## config.mk

```make
export PLATFORM = sky130hd
export DESIGN_NAME = octant_point_bin_and_size_reduce_top
export DESIGN_NICKNAME = d
export VERILOG_FILES = /design/src/design/opbsr_pkg.sv /design/src/design/opbsr_fifo.sv /design/src/design/opbsr_front.sv /design/src/design/opbsr_back.sv /design/src/design/octant_point_bin_and_size_reduce_top.sv
export SDC_FILE = /design/constraint.sdc
export NUM_CORES = 2
export LEC_CHECK = 0
export ABC_AREA = 1
export BUFFER_PORTS_ARGS = -buffer_cell sky130_fd_sc_hd__clkbuf_2
export CAP_MARGIN = 0
export CELL_PAD_IN_SITES_DETAIL_PLACEMENT = 1
export CELL_PAD_IN_SITES_GLOBAL_PLACEMENT = 2
export CORE_MARGIN = 2
export CORE_UTILIZATION = 39
export CTS_BUF_LIST = sky130_fd_sc_hd__clkbuf_4 sky130_fd_sc_hd__clkbuf_8
export DETAILED_ROUTE_END_ITERATION = 6
export HOLD_SLACK_MARGIN = 0.12
export PLACE_DENSITY = 0.83
export SLEW_MARGIN = 0
export SYNTH_ARGS = -nofsm -noshare
export SYNTH_HDL_FRONTEND = slang
export SYNTH_HIERARCHICAL = 1
export SYNTH_SLANG_ARGS = --single-unit
```

## constraint.sdc

```tcl
create_clock -name clk -period 7.5 [get_ports clk]
set_input_delay 1.5 -clock clk [delete_from_list [all_inputs] [get_ports clk]]
set_output_delay 1.5 -clock clk [all_outputs]
set_load 0.02 [all_outputs]
```

## src/design/opbsr_pkg.sv

```systemverilog
`timescale 1ns / 1ps
// ============================================================================
// opbsr_pkg
// Shared types and constants for the child octant point binning block.
// ============================================================================
package opbsr_pkg;

    // Field widths fixed by the item formats.
    localparam int COORD_W   = 32;
    localparam int HALF_W    = 30;
    localparam int SIZE_W    = 32;
    localparam int TOTAL_W   = 17;
    localparam int OCTET_W   = 3;
    localparam int CFG_IDX_W = 3;
    localparam int CFG_DAT_W = 32;

    // Configuration register indexes.
    localparam logic [CFG_IDX_W-1:0] CFG_PARENT_X    = 3'd0;
    localparam logic [CFG_IDX_W-1:0] CFG_PARENT_Y    = 3'd1;
    localparam logic [CFG_IDX_W-1:0] CFG_PARENT_Z    = 3'd2;
    localparam logic [CFG_IDX_W-1:0] CFG_PARENT_HALF = 3'd3;
    localparam logic [CFG_IDX_W-1:0] CFG_CHILD_OCTET = 3'd4;

    // Input item: one curvature point.
    typedef struct packed {
        logic signed [COORD_W-1:0] point_x;
        logic signed [COORD_W-1:0] point_y;
        logic signed [COORD_W-1:0] point_z;
        logic                      point_ok;
        logic [SIZE_W-1:0]         point_size;
        logic                      final_point;
    } in_item_t;

    // Result item.
    typedef struct packed {
        logic                inside_box;
        logic                summary_valid;
        logic [TOTAL_W-1:0]  inside_total;
        logic [TOTAL_W-1:0]  valid_total;
        logic [SIZE_W-1:0]   mean_size;
        logic                size_known;
        logic                must_split;
        logic                on_boundary;
    } out_item_t;

    // Classified point handed from the front part to the back part.
    typedef struct packed {
        logic              in_box;
        logic              ok;
        logic [SIZE_W-1:0] size;
        logic              last;
    } class_item_t;

    // Back part sequencer states.
    typedef enum logic [1:0] {
        ST_RUN,
        ST_DIV,
        ST_SEND
    } back_state_t;

endpackage

```

## src/design/opbsr_fifo.sv

```systemverilog
`timescale 1ns / 1ps
// ============================================================================
// opbsr_fifo
// Small synchronous queue with full and empty flags and a show-ahead read.
// ============================================================================
module opbsr_fifo #(
    parameter int WIDTH = 35,
    parameter int DEPTH = 4
) (
    input  logic             clk,
    input  logic             rst_n,
    input  logic             wr_en,
    input  logic [WIDTH-1:0] wr_data,
    input  logic             rd_en,
    output logic [WIDTH-1:0] rd_data,
    output logic             full,
    output logic             empty
);

    localparam int PTR_W = (DEPTH > 1) ? $clog2(DEPTH) : 1;
    localparam int CNT_W = $clog2(DEPTH + 1);

    logic [WIDTH-1:0] mem [DEPTH];
    logic [PTR_W-1:0] wr_ptr_reg, wr_ptr_next;
    logic [PTR_W-1:0] rd_ptr_reg, rd_ptr_next;
    logic [CNT_W-1:0] count_reg, count_next;

    // Pointer and fill count update; pointers wrap at the depth.
    always_comb
    begin
        wr_ptr_next = wr_ptr_reg;
        rd_ptr_next = rd_ptr_reg;
        count_next  = count_reg;
        if (wr_en)
        begin
            wr_ptr_next = (wr_ptr_reg == PTR_W'(DEPTH - 1)) ? '0 : wr_ptr_reg + 1'b1;
        end
        if (rd_en)
        begin
            rd_ptr_next = (rd_ptr_reg == PTR_W'(DEPTH - 1)) ? '0 : rd_ptr_reg + 1'b1;
        end
        if (wr_en && !rd_en)
        begin
            count_next = count_reg + 1'b1;
        end
        else if (rd_en && !wr_en)
        begin
            count_next = count_reg - 1'b1;
        end
    end

    always_ff @(posedge clk or negedge rst_n)
    begin
        if (!rst_n)
        begin
            wr_ptr_reg <= '0;
            rd_ptr_reg <= '0;
            count_reg  <= '0;
        end
        else
        begin
            wr_ptr_reg <= wr_ptr_next;
            rd_ptr_reg <= rd_ptr_next;
            count_reg  <= count_next;
        end
    end

    // Storage needs no reset.
    always_ff @(posedge clk)
    begin
        if (wr_en)
        begin
            mem[wr_ptr_reg] <= wr_data;
        end
    end

    assign rd_data = mem[rd_ptr_reg];
    assign full    = (count_reg == CNT_W'(DEPTH));
    assign empty   = (count_reg == '0);

endmodule

```

## src/design/opbsr_front.sv

```systemverilog
`timescale 1ns / 1ps
// ============================================================================
// opbsr_front
// Configuration registers and the child box test for each incoming point.
// ============================================================================
module opbsr_front (
    input  logic                                  clk,
    input  logic                                  rst_n,
    input  logic                                  cfg_valid,
    input  logic [opbsr_pkg::CFG_IDX_W-1:0]       cfg_index,
    input  logic [opbsr_pkg::CFG_DAT_W-1:0]       cfg_data,
    input  opbsr_pkg::in_item_t                   point,
    output opbsr_pkg::class_item_t                item
);

    logic signed [opbsr_pkg::COORD_W-1:0] parent_x_reg, parent_x_next;
    logic signed [opbsr_pkg::COORD_W-1:0] parent_y_reg, parent_y_next;
    logic signed [opbsr_pkg::COORD_W-1:0] parent_z_reg, parent_z_next;
    logic [opbsr_pkg::HALF_W-1:0]         parent_half_reg, parent_half_next;
    logic [opbsr_pkg::OCTET_W-1:0]        child_octet_reg, child_octet_next;
    logic                                 in_x, in_y, in_z;

    // Closed interval test on one axis, done at 34 bits so no sum can wrap.
    function automatic logic axis_in(
        input logic signed [opbsr_pkg::COORD_W-1:0] p,
        input logic signed [opbsr_pkg::COORD_W-1:0] c,
        input logic [opbsr_pkg::HALF_W-1:0]         h,
        input logic                                 plus
    );
        logic signed [opbsr_pkg::COORD_W+1:0] p_w;
        logic signed [opbsr_pkg::COORD_W+1:0] c_w;
        logic signed [opbsr_pkg::COORD_W+1:0] h_w;
        logic signed [opbsr_pkg::COORD_W+1:0] lo_w;
        logic signed [opbsr_pkg::COORD_W+1:0] hi_w;
        p_w = {{2{p[opbsr_pkg::COORD_W-1]}}, p};
        c_w = {{2{c[opbsr_pkg::COORD_W-1]}}, c};
        h_w = {4'b0000, h};
        lo_w = plus ? c_w : c_w - h_w;
        hi_w = plus ? c_w + h_w : c_w;
        return (p_w >= lo_w) && (p_w <= hi_w);
    endfunction

    // Register writes by index; indexes past the list are dropped.
    always_comb
    begin
        parent_x_next    = parent_x_reg;
        parent_y_next    = parent_y_reg;
        parent_z_next    = parent_z_reg;
        parent_half_next = parent_half_reg;
        child_octet_next = child_octet_reg;
        if (cfg_valid)
        begin
            case (cfg_index)
                opbsr_pkg::CFG_PARENT_X:    parent_x_next    = cfg_data;
                opbsr_pkg::CFG_PARENT_Y:    parent_y_next    = cfg_data;
                opbsr_pkg::CFG_PARENT_Z:    parent_z_next    = cfg_data;
                opbsr_pkg::CFG_PARENT_HALF:
                    parent_half_next = cfg_data[opbsr_pkg::HALF_W-1:0];
                opbsr_pkg::CFG_CHILD_OCTET:
                    child_octet_next = cfg_data[opbsr_pkg::OCTET_W-1:0];
                default: ;
            endcase
        end
    end

    always_ff @(posedge clk or negedge rst_n)
    begin
        if (!rst_n)
        begin
            parent_x_reg    <= '0;
            parent_y_reg    <= '0;
            parent_z_reg    <= '0;
            parent_half_reg <= opbsr_pkg::HALF_W'(65536);
            child_octet_reg <= '0;
        end
        else
        begin
            parent_x_reg    <= parent_x_next;
            parent_y_reg    <= parent_y_next;
            parent_z_reg    <= parent_z_next;
            parent_half_reg <= parent_half_next;
            child_octet_reg <= child_octet_next;
        end
    end

    // Box test on all three axes in parallel.
    assign in_x = axis_in(point.point_x, parent_x_reg, parent_half_reg, child_octet_reg[0]);
    assign in_y = axis_in(point.point_y, parent_y_reg, parent_half_reg, child_octet_reg[1]);
    assign in_z = axis_in(point.point_z, parent_z_reg, parent_half_reg, child_octet_reg[2]);

    assign item.in_box = in_x && in_y && in_z;
    assign item.ok     = point.point_ok;
    assign item.size   = point.point_size;
    assign item.last   = point.final_point;

endmodule

```

## src/design/opbsr_back.sv

```systemverilog
`timescale 1ns / 1ps
// ============================================================================
// opbsr_back
// Size accumulators, the mean divider and result assembly.
// ============================================================================
module opbsr_back #(
    parameter int MAX_POINTS = 65536
) (
    input  logic                    clk,
    input  logic                    rst_n,
    input  opbsr_pkg::class_item_t  item,
    input  logic                    item_empty,
    output logic                    item_pop,
    input  logic                    res_full,
    output logic                    res_push,
    output opbsr_pkg::out_item_t    res
);

    localparam int CNT_W = $clog2(MAX_POINTS + 1);
    localparam int SUM_W = opbsr_pkg::SIZE_W + CNT_W;
    localparam int DIV_W = CNT_W + opbsr_pkg::SIZE_W - 1;
    localparam int STEP_W = $clog2(opbsr_pkg::SIZE_W);
    localparam int EXT_W = opbsr_pkg::TOTAL_W + CNT_W;
    localparam logic [CNT_W-1:0] MaxCount = CNT_W'(MAX_POINTS);
    localparam logic [STEP_W-1:0] LastStep = STEP_W'(opbsr_pkg::SIZE_W - 1);

    opbsr_pkg::back_state_t state_reg, state_next;

    logic [SUM_W-1:0]            size_sum_reg, size_sum_next;
    logic [opbsr_pkg::SIZE_W-1:0] size_max_reg, size_max_next;
    logic [opbsr_pkg::SIZE_W-1:0] size_min_reg, size_min_next;
    logic [CNT_W-1:0]            inside_cnt_reg, inside_cnt_next;
    logic [CNT_W-1:0]            valid_cnt_reg, valid_cnt_next;
    logic                        fin_inside_reg, fin_inside_next;

    logic [SUM_W-1:0]             rem_reg, rem_next;
    logic [DIV_W-1:0]             div_reg, div_next;
    logic [opbsr_pkg::SIZE_W-1:0] quo_reg, quo_next;
    logic [STEP_W-1:0]            step_reg, step_next;

    logic                         acc_en;
    logic                         rem_ge;
    logic [SUM_W-1:0]             div_ext;
    logic [EXT_W-1:0]             inside_ext;
    logic [EXT_W-1:0]             valid_ext;
    logic [opbsr_pkg::SIZE_W+3:0] max_x10;
    logic [opbsr_pkg::SIZE_W+3:0] min_x11;
    logic                         size_known;

    // Accumulate only inside points while the count has room.
    assign acc_en = item.in_box && (inside_cnt_reg < MaxCount);

    // One restoring divider step: quotient fits in the size width.
    assign div_ext = SUM_W'(div_reg);
    assign rem_ge  = (rem_reg >= div_ext);

    // Summary fields from the settled accumulators.
    assign inside_ext = EXT_W'(inside_cnt_reg);
    assign valid_ext  = EXT_W'(valid_cnt_reg);
    assign max_x10 = {1'b0, size_max_reg, 3'b000} + {3'b000, size_max_reg, 1'b0};
    assign min_x11 = {1'b0, size_min_reg, 3'b000} + {3'b000, size_min_reg, 1'b0}
                     + {4'b0000, size_min_reg};
    assign size_known = (valid_cnt_reg != '0);

    // Sequencer: stream points, divide on the final one, then send the summary.
    always_comb
    begin
        state_next      = state_reg;
        size_sum_next   = size_sum_reg;
        size_max_next   = size_max_reg;
        size_min_next   = size_min_reg;
        inside_cnt_next = inside_cnt_reg;
        valid_cnt_next  = valid_cnt_reg;
        fin_inside_next = fin_inside_reg;
        rem_next        = rem_reg;
        div_next        = div_reg;
        quo_next        = quo_reg;
        step_next       = step_reg;
        item_pop        = 1'b0;
        res_push        = 1'b0;
        res             = '0;

        case (state_reg)
            opbsr_pkg::ST_RUN:
            begin
                if (!item_empty && !res_full)
                begin
                    item_pop = 1'b1;
                    if (acc_en)
                    begin
                        inside_cnt_next = inside_cnt_reg + 1'b1;
                        if (item.ok)
                        begin
                            valid_cnt_next = valid_cnt_reg + 1'b1;
                            size_sum_next  = size_sum_reg + SUM_W'(item.size);
                            if (item.size > size_max_reg)
                            begin
                                size_max_next = item.size;
                            end
                            if (item.size < size_min_reg)
                            begin
                                size_min_next = item.size;
                            end
                        end
                    end
                    if (item.last)
                    begin
                        fin_inside_next = item.in_box;
                        rem_next  = size_sum_next;
                        div_next  = {valid_cnt_next, {(opbsr_pkg::SIZE_W - 1){1'b0}}};
                        quo_next  = '0;
                        step_next = '0;
                        state_next = (valid_cnt_next == '0) ? opbsr_pkg::ST_SEND
                                                            : opbsr_pkg::ST_DIV;
                    end
                    else
                    begin
                        res_push       = 1'b1;
                        res.inside_box = item.in_box;
                    end
                end
            end

            opbsr_pkg::ST_DIV:
            begin
                if (rem_ge)
                begin
                    rem_next = rem_reg - div_ext;
                end
                quo_next  = {quo_reg[opbsr_pkg::SIZE_W-2:0], rem_ge};
                div_next  = div_reg >> 1;
                step_next = step_reg + 1'b1;
                if (step_reg == LastStep)
                begin
                    state_next = opbsr_pkg::ST_SEND;
                end
            end

            opbsr_pkg::ST_SEND:
            begin
                if (!res_full)
                begin
                    res_push          = 1'b1;
                    res.inside_box    = fin_inside_reg;
                    res.summary_valid = 1'b1;
                    res.inside_total  = inside_ext[opbsr_pkg::TOTAL_W-1:0];
                    res.valid_total   = valid_ext[opbsr_pkg::TOTAL_W-1:0];
                    res.mean_size     = size_known ? quo_reg : '0;
                    res.size_known    = size_known;
                    res.must_split    = size_known && (max_x10 > min_x11);
                    res.on_boundary   = (inside_cnt_reg != '0);
                    size_sum_next     = '0;
                    size_max_next     = '0;
                    size_min_next     = '1;
                    inside_cnt_next   = '0;
                    valid_cnt_next    = '0;
                    state_next        = opbsr_pkg::ST_RUN;
                end
            end

            default:
            begin
                state_next = opbsr_pkg::ST_RUN;
            end
        endcase
    end

    // Control state and accumulators.
    always_ff @(posedge clk or negedge rst_n)
    begin
        if (!rst_n)
        begin
            state_reg      <= opbsr_pkg::ST_RUN;
            size_sum_reg   <= '0;
            size_max_reg   <= '0;
            size_min_reg   <= '1;
            inside_cnt_reg <= '0;
            valid_cnt_reg  <= '0;
            step_reg       <= '0;
        end
        else
        begin
            state_reg      <= state_next;
            size_sum_reg   <= size_sum_next;
            size_max_reg   <= size_max_next;
            size_min_reg   <= size_min_next;
            inside_cnt_reg <= inside_cnt_next;
            valid_cnt_reg  <= valid_cnt_next;
            step_reg       <= step_next;
        end
    end

    // Divider datapath and the held final flag.
    always_ff @(posedge clk)
    begin
        rem_reg        <= rem_next;
        div_reg        <= div_next;
        quo_reg        <= quo_next;
        fin_inside_reg <= fin_inside_next;
    end

    // A result is only written when the output queue has room.
    assert property (@(posedge clk) disable iff (!rst_n) res_push |-> !res_full)
        else $error("result written into a full queue");

    // Points are only taken while streaming.
    assert property (@(posedge clk) disable iff (!rst_n)
        item_pop |-> (state_reg == opbsr_pkg::ST_RUN))
        else $error("point taken while the summary is pending");

    // A summary leaves the accumulators cleared.
    assert property (@(posedge clk) disable iff (!rst_n)
        (res_push && res.summary_valid) |=>
        (inside_cnt_reg == '0 && valid_cnt_reg == '0 && size_sum_reg == '0))
        else $error("accumulators not cleared after a summary");

    // Valid inside points are a subset of inside points.
    assert property (@(posedge clk) disable iff (!rst_n) valid_cnt_reg <= inside_cnt_reg)
        else $error("valid count exceeds inside count");

endmodule

```

## src/design/octant_point_bin_and_size_reduce_top.sv

```systemverilog
`timescale 1ns / 1ps
// ============================================================================
// octant_point_bin_and_size_reduce_top
// Bins curvature points into a child octant and reduces their size values.
// ============================================================================
// Usage: write the parent center, parent half edge and child octet through
// the configuration channel (cfg_valid, cfg_ready, cfg_index, cfg_data)
// while the block is idle; cfg_ready is always high. Points enter with push
// while full is low. Each point yields one result, read while empty is low
// and taken with pop. The result for a point marked final carries the run
// summary: counts, mean size, split and boundary flags.
// Path: a point is classified on entry and stored in the point queue; the
// back part moves its result into the result queue. A final point's summary
// goes through the divider, skipped if the run had no valid inside point.
// Throughput: one point per cycle while full is low. A final point holds
// the back part for 32 steps of the restoring divider that forms the mean
// one quotient bit per cycle, then while sending the summary; meanwhile the
// classifier keeps filling the queue between the two parts until it is full.
// Reset clears both queues and the accumulators and returns the configuration
// registers to center zero, half edge 1.0 and octet zero.
// When the receiver stalls, the result queue fills, the back part stops,
// then the point queue fills and full rises. No item is lost.
// ============================================================================
module octant_point_bin_and_size_reduce_top #(
    parameter int MAX_POINTS  = 65536,
    parameter int QUEUE_DEPTH = 4
) (
    input  logic                              clk,
    input  logic                              rst_n,
    input  logic                              cfg_valid,
    output logic                              cfg_ready,
    input  logic [opbsr_pkg::CFG_IDX_W-1:0]   cfg_index,
    input  logic [opbsr_pkg::CFG_DAT_W-1:0]   cfg_data,
    input  logic                              push,
    output logic                              full,
    input  opbsr_pkg::in_item_t               point,
    output logic                              empty,
    input  logic                              pop,
    output opbsr_pkg::out_item_t              result
);

    localparam int CLS_W = $bits(opbsr_pkg::class_item_t);
    localparam int RES_W = $bits(opbsr_pkg::out_item_t);

    opbsr_pkg::class_item_t front_item;
    opbsr_pkg::class_item_t back_item;
    opbsr_pkg::out_item_t   back_res;
    logic [CLS_W-1:0]       mid_rd_data;
    logic [RES_W-1:0]       res_rd_data;
    logic                   mid_full, mid_empty, mid_wr, mid_rd;
    logic                   res_full, res_wr, res_rd;

    assign cfg_ready = 1'b1;

    // Classifier and configuration registers.
    opbsr_front u_front (
        .clk       (clk),
        .rst_n     (rst_n),
        .cfg_valid (cfg_valid),
        .cfg_index (cfg_index),
        .cfg_data  (cfg_data),
        .point     (point),
        .item      (front_item)
    );

    // Queue of classified points between the two parts.
    assign mid_wr = push && !mid_full;
    assign full   = mid_full;

    opbsr_fifo #(
        .WIDTH (CLS_W),
        .DEPTH (QUEUE_DEPTH)
    ) u_mid_fifo (
        .clk     (clk),
        .rst_n   (rst_n),
        .wr_en   (mid_wr),
        .wr_data (front_item),
        .rd_en   (mid_rd),
        .rd_data (mid_rd_data),
        .full    (mid_full),
        .empty   (mid_empty)
    );

    assign back_item = mid_rd_data;

    // Accumulators, divider and result assembly.
    opbsr_back #(
        .MAX_POINTS (MAX_POINTS)
    ) u_back (
        .clk        (clk),
        .rst_n      (rst_n),
        .item       (back_item),
        .item_empty (mid_empty),
        .item_pop   (mid_rd),
        .res_full   (res_full),
        .res_push   (res_wr),
        .res        (back_res)
    );

    // Result queue toward the receiver.
    assign res_rd = pop && !empty;

    opbsr_fifo #(
        .WIDTH (RES_W),
        .DEPTH (QUEUE_DEPTH)
    ) u_res_fifo (
        .clk     (clk),
        .rst_n   (rst_n),
        .wr_en   (res_wr),
        .wr_data (back_res),
        .rd_en   (res_rd),
        .rd_data (res_rd_data),
        .full    (res_full),
        .empty   (empty)
    );

    assign result = res_rd_data;

endmodule

```

### After elaboration in Yosys (flattened, before gate mapping)

Memories as Yosys holds them, arrays and structs flattened.
Cells that the tools add are included.

* register bits after elaboration: 427
* bits in latches: 0
* memory bits (writable): 424
* bits in read-only memories: 0
* input bits: 170
* output and inout port bits: 74
* word-level logic and storage cells: 201
* memories kept: 2

* $add $sub $neg: 22
* $mul: 0
* div/mod/pow operators: 0
* $lt $le $gt $ge: 11
* equality and inequality tests: 22
* shifts and indexed selects: 0
* mux-type cells: 76
* bitwise gates (word level): 0
* reductions and logical operators: 46

Memory list
* u_res_fifo.mem: depth 4, width 71, read ports 1, clocked after memory_dff 0, wr ports 1, line opbsr_fifo.sv:23 `logic [WIDTH-1:0] mem [DEPTH];`
* u_mid_fifo.mem: depth 4, width 35, read ports 1, clocked after memory_dff 0, wr ports 1, line opbsr_fifo.sv:23

Operators with widths (number)
* $mux 32: 13
* $mux 49: 7
* $mux 34: 6
* $pmux 49 s2: 2
* $pmux 32 s2: 3
* $mux 17: 8
* $ge 32x34->1: 3
* $le 32x34->1: 3
* $add 32x31->33: 3
* $sub 32x31->33: 3
* $mux 48: 2
* $pmux 48 s2: 1
* $add 35x33->36: 2
* $mux 71: 1
* $mux 70: 1
* $pmux 17 s2: 2
* $add 49x32->49: 1
* $ge 49x48->1: 1
* $sub 49x48->49: 1
* $add 36x32->36: 1
* $gt 36x36->1: 1
* $add 17x1->17 const B: 2
* $reduce_bool 17->1: 2
* $gt 32x32->1: 1
* 31 further kinds: 107

### Logic depth before layout (Yosys ltp)

* word-level depth: 10
* gate-level depth with buffers: 31
* mapped depth without buffers: 31

### Cells and area by module

The synthesis kept the hierarchy.

By module, submodules not included
* opbsr_back: times used 1, cells each 3736, area each 25836.0 um^2, sequential area each 7797.5 um^2
* opbsr_front: times used 1, cells each 4018, area each 23895.4 um^2, sequential area each 3229.3 um^2
* opbsr_fifo at u_res_fifo: times used 1, cells each 880, area each 11808.8 um^2, sequential area each 8703.3 um^2
* opbsr_fifo at u_mid_fifo: times used 1, cells each 460, area each 6059.6 um^2, sequential area each 4379.2 um^2
* octant_point_bin_and_size_reduce_top: times used 1, cells each 6, area each 31.3 um^2, sequential area each 0.0 um^2

### Least setup slack after synthesis

No wires, ideal clock.

* path type: reg-to-reg
* start: register u_mid_fifo.rd_ptr_reg[1]
* end: register u_back.step_reg[2]
* library setup time: 0.124 ns
* arrival: 5.318 ns
* data required time: 7.376 ns
* setup slack: 2.058 ns
* cell stages (with the launch flop): 10
* buffers on the path: 2
* clock period less this slack: 5.442 ns
* cells stage by stage: dfrtp_1 > buf_4 > inv_4 > buf_2 > o211ai_1 > nand2_1 > o21ai_0 > nor2_1 > inv_1 > a32o_1

RTL lines
* start, declared: line opbsr_fifo.sv:25 `logic [PTR_W-1:0] rd_ptr_reg, rd_ptr_next;`
* start signal, assigned: line opbsr_fifo.sv:63 `rd_ptr_reg <= rd_ptr_next;`
* end signal, assigned: line opbsr_back.sv:189 `step_reg <= step_next;`
* end, declared: line opbsr_back.sv:39 `logic [STEP_W-1:0] step_reg, step_next;`

==> impl_metrics.tcl <==
set metrics [dict create \
    setup-tns-final_ns 0 \
    drc 0 \
    grt_pass1_vias 65233 \
    yosysSeqAreaShare 0.356 \
    crit_slowest_cell "inv_1" \
    cp_data_arrival_time_ns 6.20 \
    crit_buf_inv 2 \
    rsz0062_at_grt "false" \
    hold-worst-slack_ns 0.491 \
    nets 10095 \
    syn_area_um2 67600 \
    maxCapViolCount 0 \
    drive_above_1_share 0.0793 \
    synth_top_flop_cell "edfxtp_1" \
    n_fill_cell 21610 \
    grt-ovfl-total 0 \
    async_flop_share 0.349 \
    cts_root_buf "clkbuf_8" \
    syn_inst 9100 \
    path_common_cell "nand2_1" \
    grt_pass1_wl_um 402000 \
    cts_buffers 152 \
    avgRoutedWirePerCell_um 22.9 \
    synth_area_leader_cell "edfxtp_1" \
    reg2reg_from "u_front/parent_half_reg[1]$_DFFE_PN0P_" \
    r2r_end "u_mid_fifo/mem[0][34]$_DFFE_PP_" \
    fp-row-count 152 \
    powerDensity_nw_per_um2 507 \
    ys_top_cells_by_area "edfxtp_1 (25%), nand2_1 (13%), ha_1 (12%), dfrtp_1 (9.8%), inv_1 (6.9%)" \
    place.gp.congestion 0.997 \
    cts_sinks 851 \
    rr_worst_depth 27 \
    clk_pin_slew_worst_paths_ns 0.06 \
    clock_path_buffers 3 \
    startpoint "u_front/parent_half_reg[1]$_DFFE_PN0P_" \
    cp-start-kind "flip-flop" \
    synth-seq-cells 851 \
    hold_depth 2 \
    yosysWarnings 6 \
    initial_core_util 0.393 \
    die_area_um2 177000 \
    antenna_left 0 \
    worstHoldStart "u_back/size_min_reg[0]$_DFFE_PN1P_" \
    avgSynthCellArea_um2 7.43 \
    antenna_found_initial 18 \
    status "finished clean" \
    p_leak_nw 34.9 \
    ys_types 66 \
    synth-adder-area-share 0.130 \
    postCtsHoldBufs 0 \
    numPortBuffers 242 \
    die_w_um 420 \
    worst_setup_path_end_kind "flip-flop" \
    path_delay_family "simple AND/OR/NAND/NOR gates" \
    h-tree-depth 4 \
    postCtsSetupBuffers 0 \
    slowest_delay_ns 0.57 \
    synthMuxAreaShare 0.00237 \
    top_register "u_res_fifo/mem" \
    synth_compound_area_frac 0.141 \
    tightestPinTransition_ns 1.07 \
    final_max_slew_viol_count 0 \
    synth_top_family_by_area "simple AND/OR/NAND/NOR gates" \
    drt-initial-drc-count 4091 \
    drt-pass1-iter-count 5 \
    clk_latency_ns 0.95 \
    fin_crit_ns 5.56 \
    grt_max_degree 114 \
    hold_violations 0 \
    synth_top_area_frac 0.246 \
    required_ns 8.14 \
    cts_tree "done" \
    vdd_drop_max_v 0.000392 \
    hpwl_um 215000 \
    crit_fanout 9 \
    finalSetupViolations 0 \
    die_h_um 420 \
    largest_reg_flops 284 \
    core_area_um2 172000 \
    area_growth_pct 9.13 \
    synth_most_common_cell "nand2_1" \
    vias_per_cell 5.41 \
    routed_wirelength_um 268000 \
    fin_crit_sh 0.742 \
    hold_end "u_back/size_min_reg[0]$_DFFE_PN1P_" \
    synth-xor-area-share 0.0172 \
    worst-setup-path-type "flip-flop to flip-flop" \
    synth_fp_nets 9949 \
    cts.repair.resized 0 \
    ios 244 \
    fin_skew_ns 0.0758 \
    synth-edff-count 554 \
    grt_usage 0.300 \
    vias 63224 \
    hold_path_class "flip-flop to flip-flop" \
    max-slew-margin-rel 0.289 \
    r2r_setup_slack_ns 1.94 \
    max_freq_ghz 0.180 \
    reg_top3 "u_res_fifo/mem x284, u_mid_fifo/mem x140" \
    synth-simple-area-share 0.255 \
    synthTopCellsByCount "nand2_1 (2359), inv_1 (1246), nor2_1 (874)" \
]
## layout make-up
class	instances	area [um2]	share of cell area
Sequential cell	851	24100	0.327
Clock inverter	64	744	0.0101
Multi-Input combinational cell	6660	37000	0.501
Clock buffer	209	2580	0.0350
Timing Repair Buffer	292	1610	0.0218
Inverter	1289	4860	0.0658
Tap cell	2310	2890	0.0392
Antenna cell	8	20.0	0.000271
## per-layer routing
| metal | global-route usage | up-vias | wire length, um |
|---|---|---|---|
| met2 | 0.520 | 1320 | 130000 |
| met4 | 0.132 | 8 | 12700 |
| met1 | 0.379 | 31010 | 116000 |
| met5 | 0 | - | 50 |
| li1 | - | 30472 | - |
| met3 | 0.0290 | 414 | 9000 |
## worst min-delay path, cell delays in order (launching register included)
cell and delay (ns):
dfstp_2 0.38, nand2_1 0.06, nand2_1 0.04
## worst max-delay path by stage
stage	depth (start not counted)	slack (ns)	end
floorplan	9	2.06	u_back/step_reg[2]$_DFFE_PN0P_
global placement	26	1.99	u_mid_fifo/mem[1][34]$_DFFE_PP_
detailed placement	26	2.01	u_mid_fifo/mem[0][34]$_DFFE_PP_
CTS	26	1.98	u_mid_fifo/mem[0][34]$_DFFE_PP_
global route	27	1.61	u_mid_fifo/mem[0][34]$_DFFE_PP_
finish	27	1.94	u_mid_fifo/mem[0][34]$_DFFE_PP_
## cell usage in the layout (no fill, tap or decap), types with 32 or more instances in the layout
cell,n
buf_4,49
o211ai_1,213
clkbuf_2,241
nand2_1,2357
inv_1,1240
inv_2,39
o21ai_0,618
nor4_1,32
nor2_1,871
edfxtp_1,554
or2_2,36
o21ai_1,36
fa_1,41
o22ai_1,33
ha_1,638
clkbuf_4,47
a21oi_1,563
dfrtp_1,261
a21o_1,35
dfstp_2,33
nand4_1,152
o21bai_1,36
clkbuf_8,162
xnor2_1,40
nor3_1,93
nand3_1,548
xor2_1,93
## metrics by stage
stage,area [um2],total power [mW],util,worst slack [ns],cells
2_1_floorplan,67600,24.4,-,2.06,9100
3_3_place_gp,70500,31.8,0.410,1.99,11402
3_5_place_dp,70500,32.5,0.410,2.01,11402
4_1_cts,73800,37.6,0.429,1.98,11675
5_1_grt,73800,40.8,0.429,1.61,11681
6_report,73800,37.4,0.429,1.94,11683
## logic make-up (layout without fill, tap and decap cells)
| family | after synthesis | count (layout) |
|---|---|---|
| AO/OA/AOI/OAI | 1669 | 1669 |
| XOR/XNOR | 133 | 133 |
| buffers and inverters | 1589 | 1854 |
| multiplexers | 16 | 16 |
| adder cells (fa/ha/maj) | 679 | 679 |
| other | 1 | 9 |
| flip-flops | 851 | 851 |
| AND/OR/NAND/NOR | 4162 | 4162 |
## power by group
part / leakage, nW / internal [mW] / total (mW) / switching, mW
logic: 24.2 / 7.46 / 24.6 / 17.1
registers: 8.92 / 6.89 / 8.01 / 1.12
clock network: 1.73 / 2.66 / 4.86 / 2.20
total: 34.9 / 17.0 / 37.4 / 20.4
Note: power is estimated with default switching activity, not from simulation.
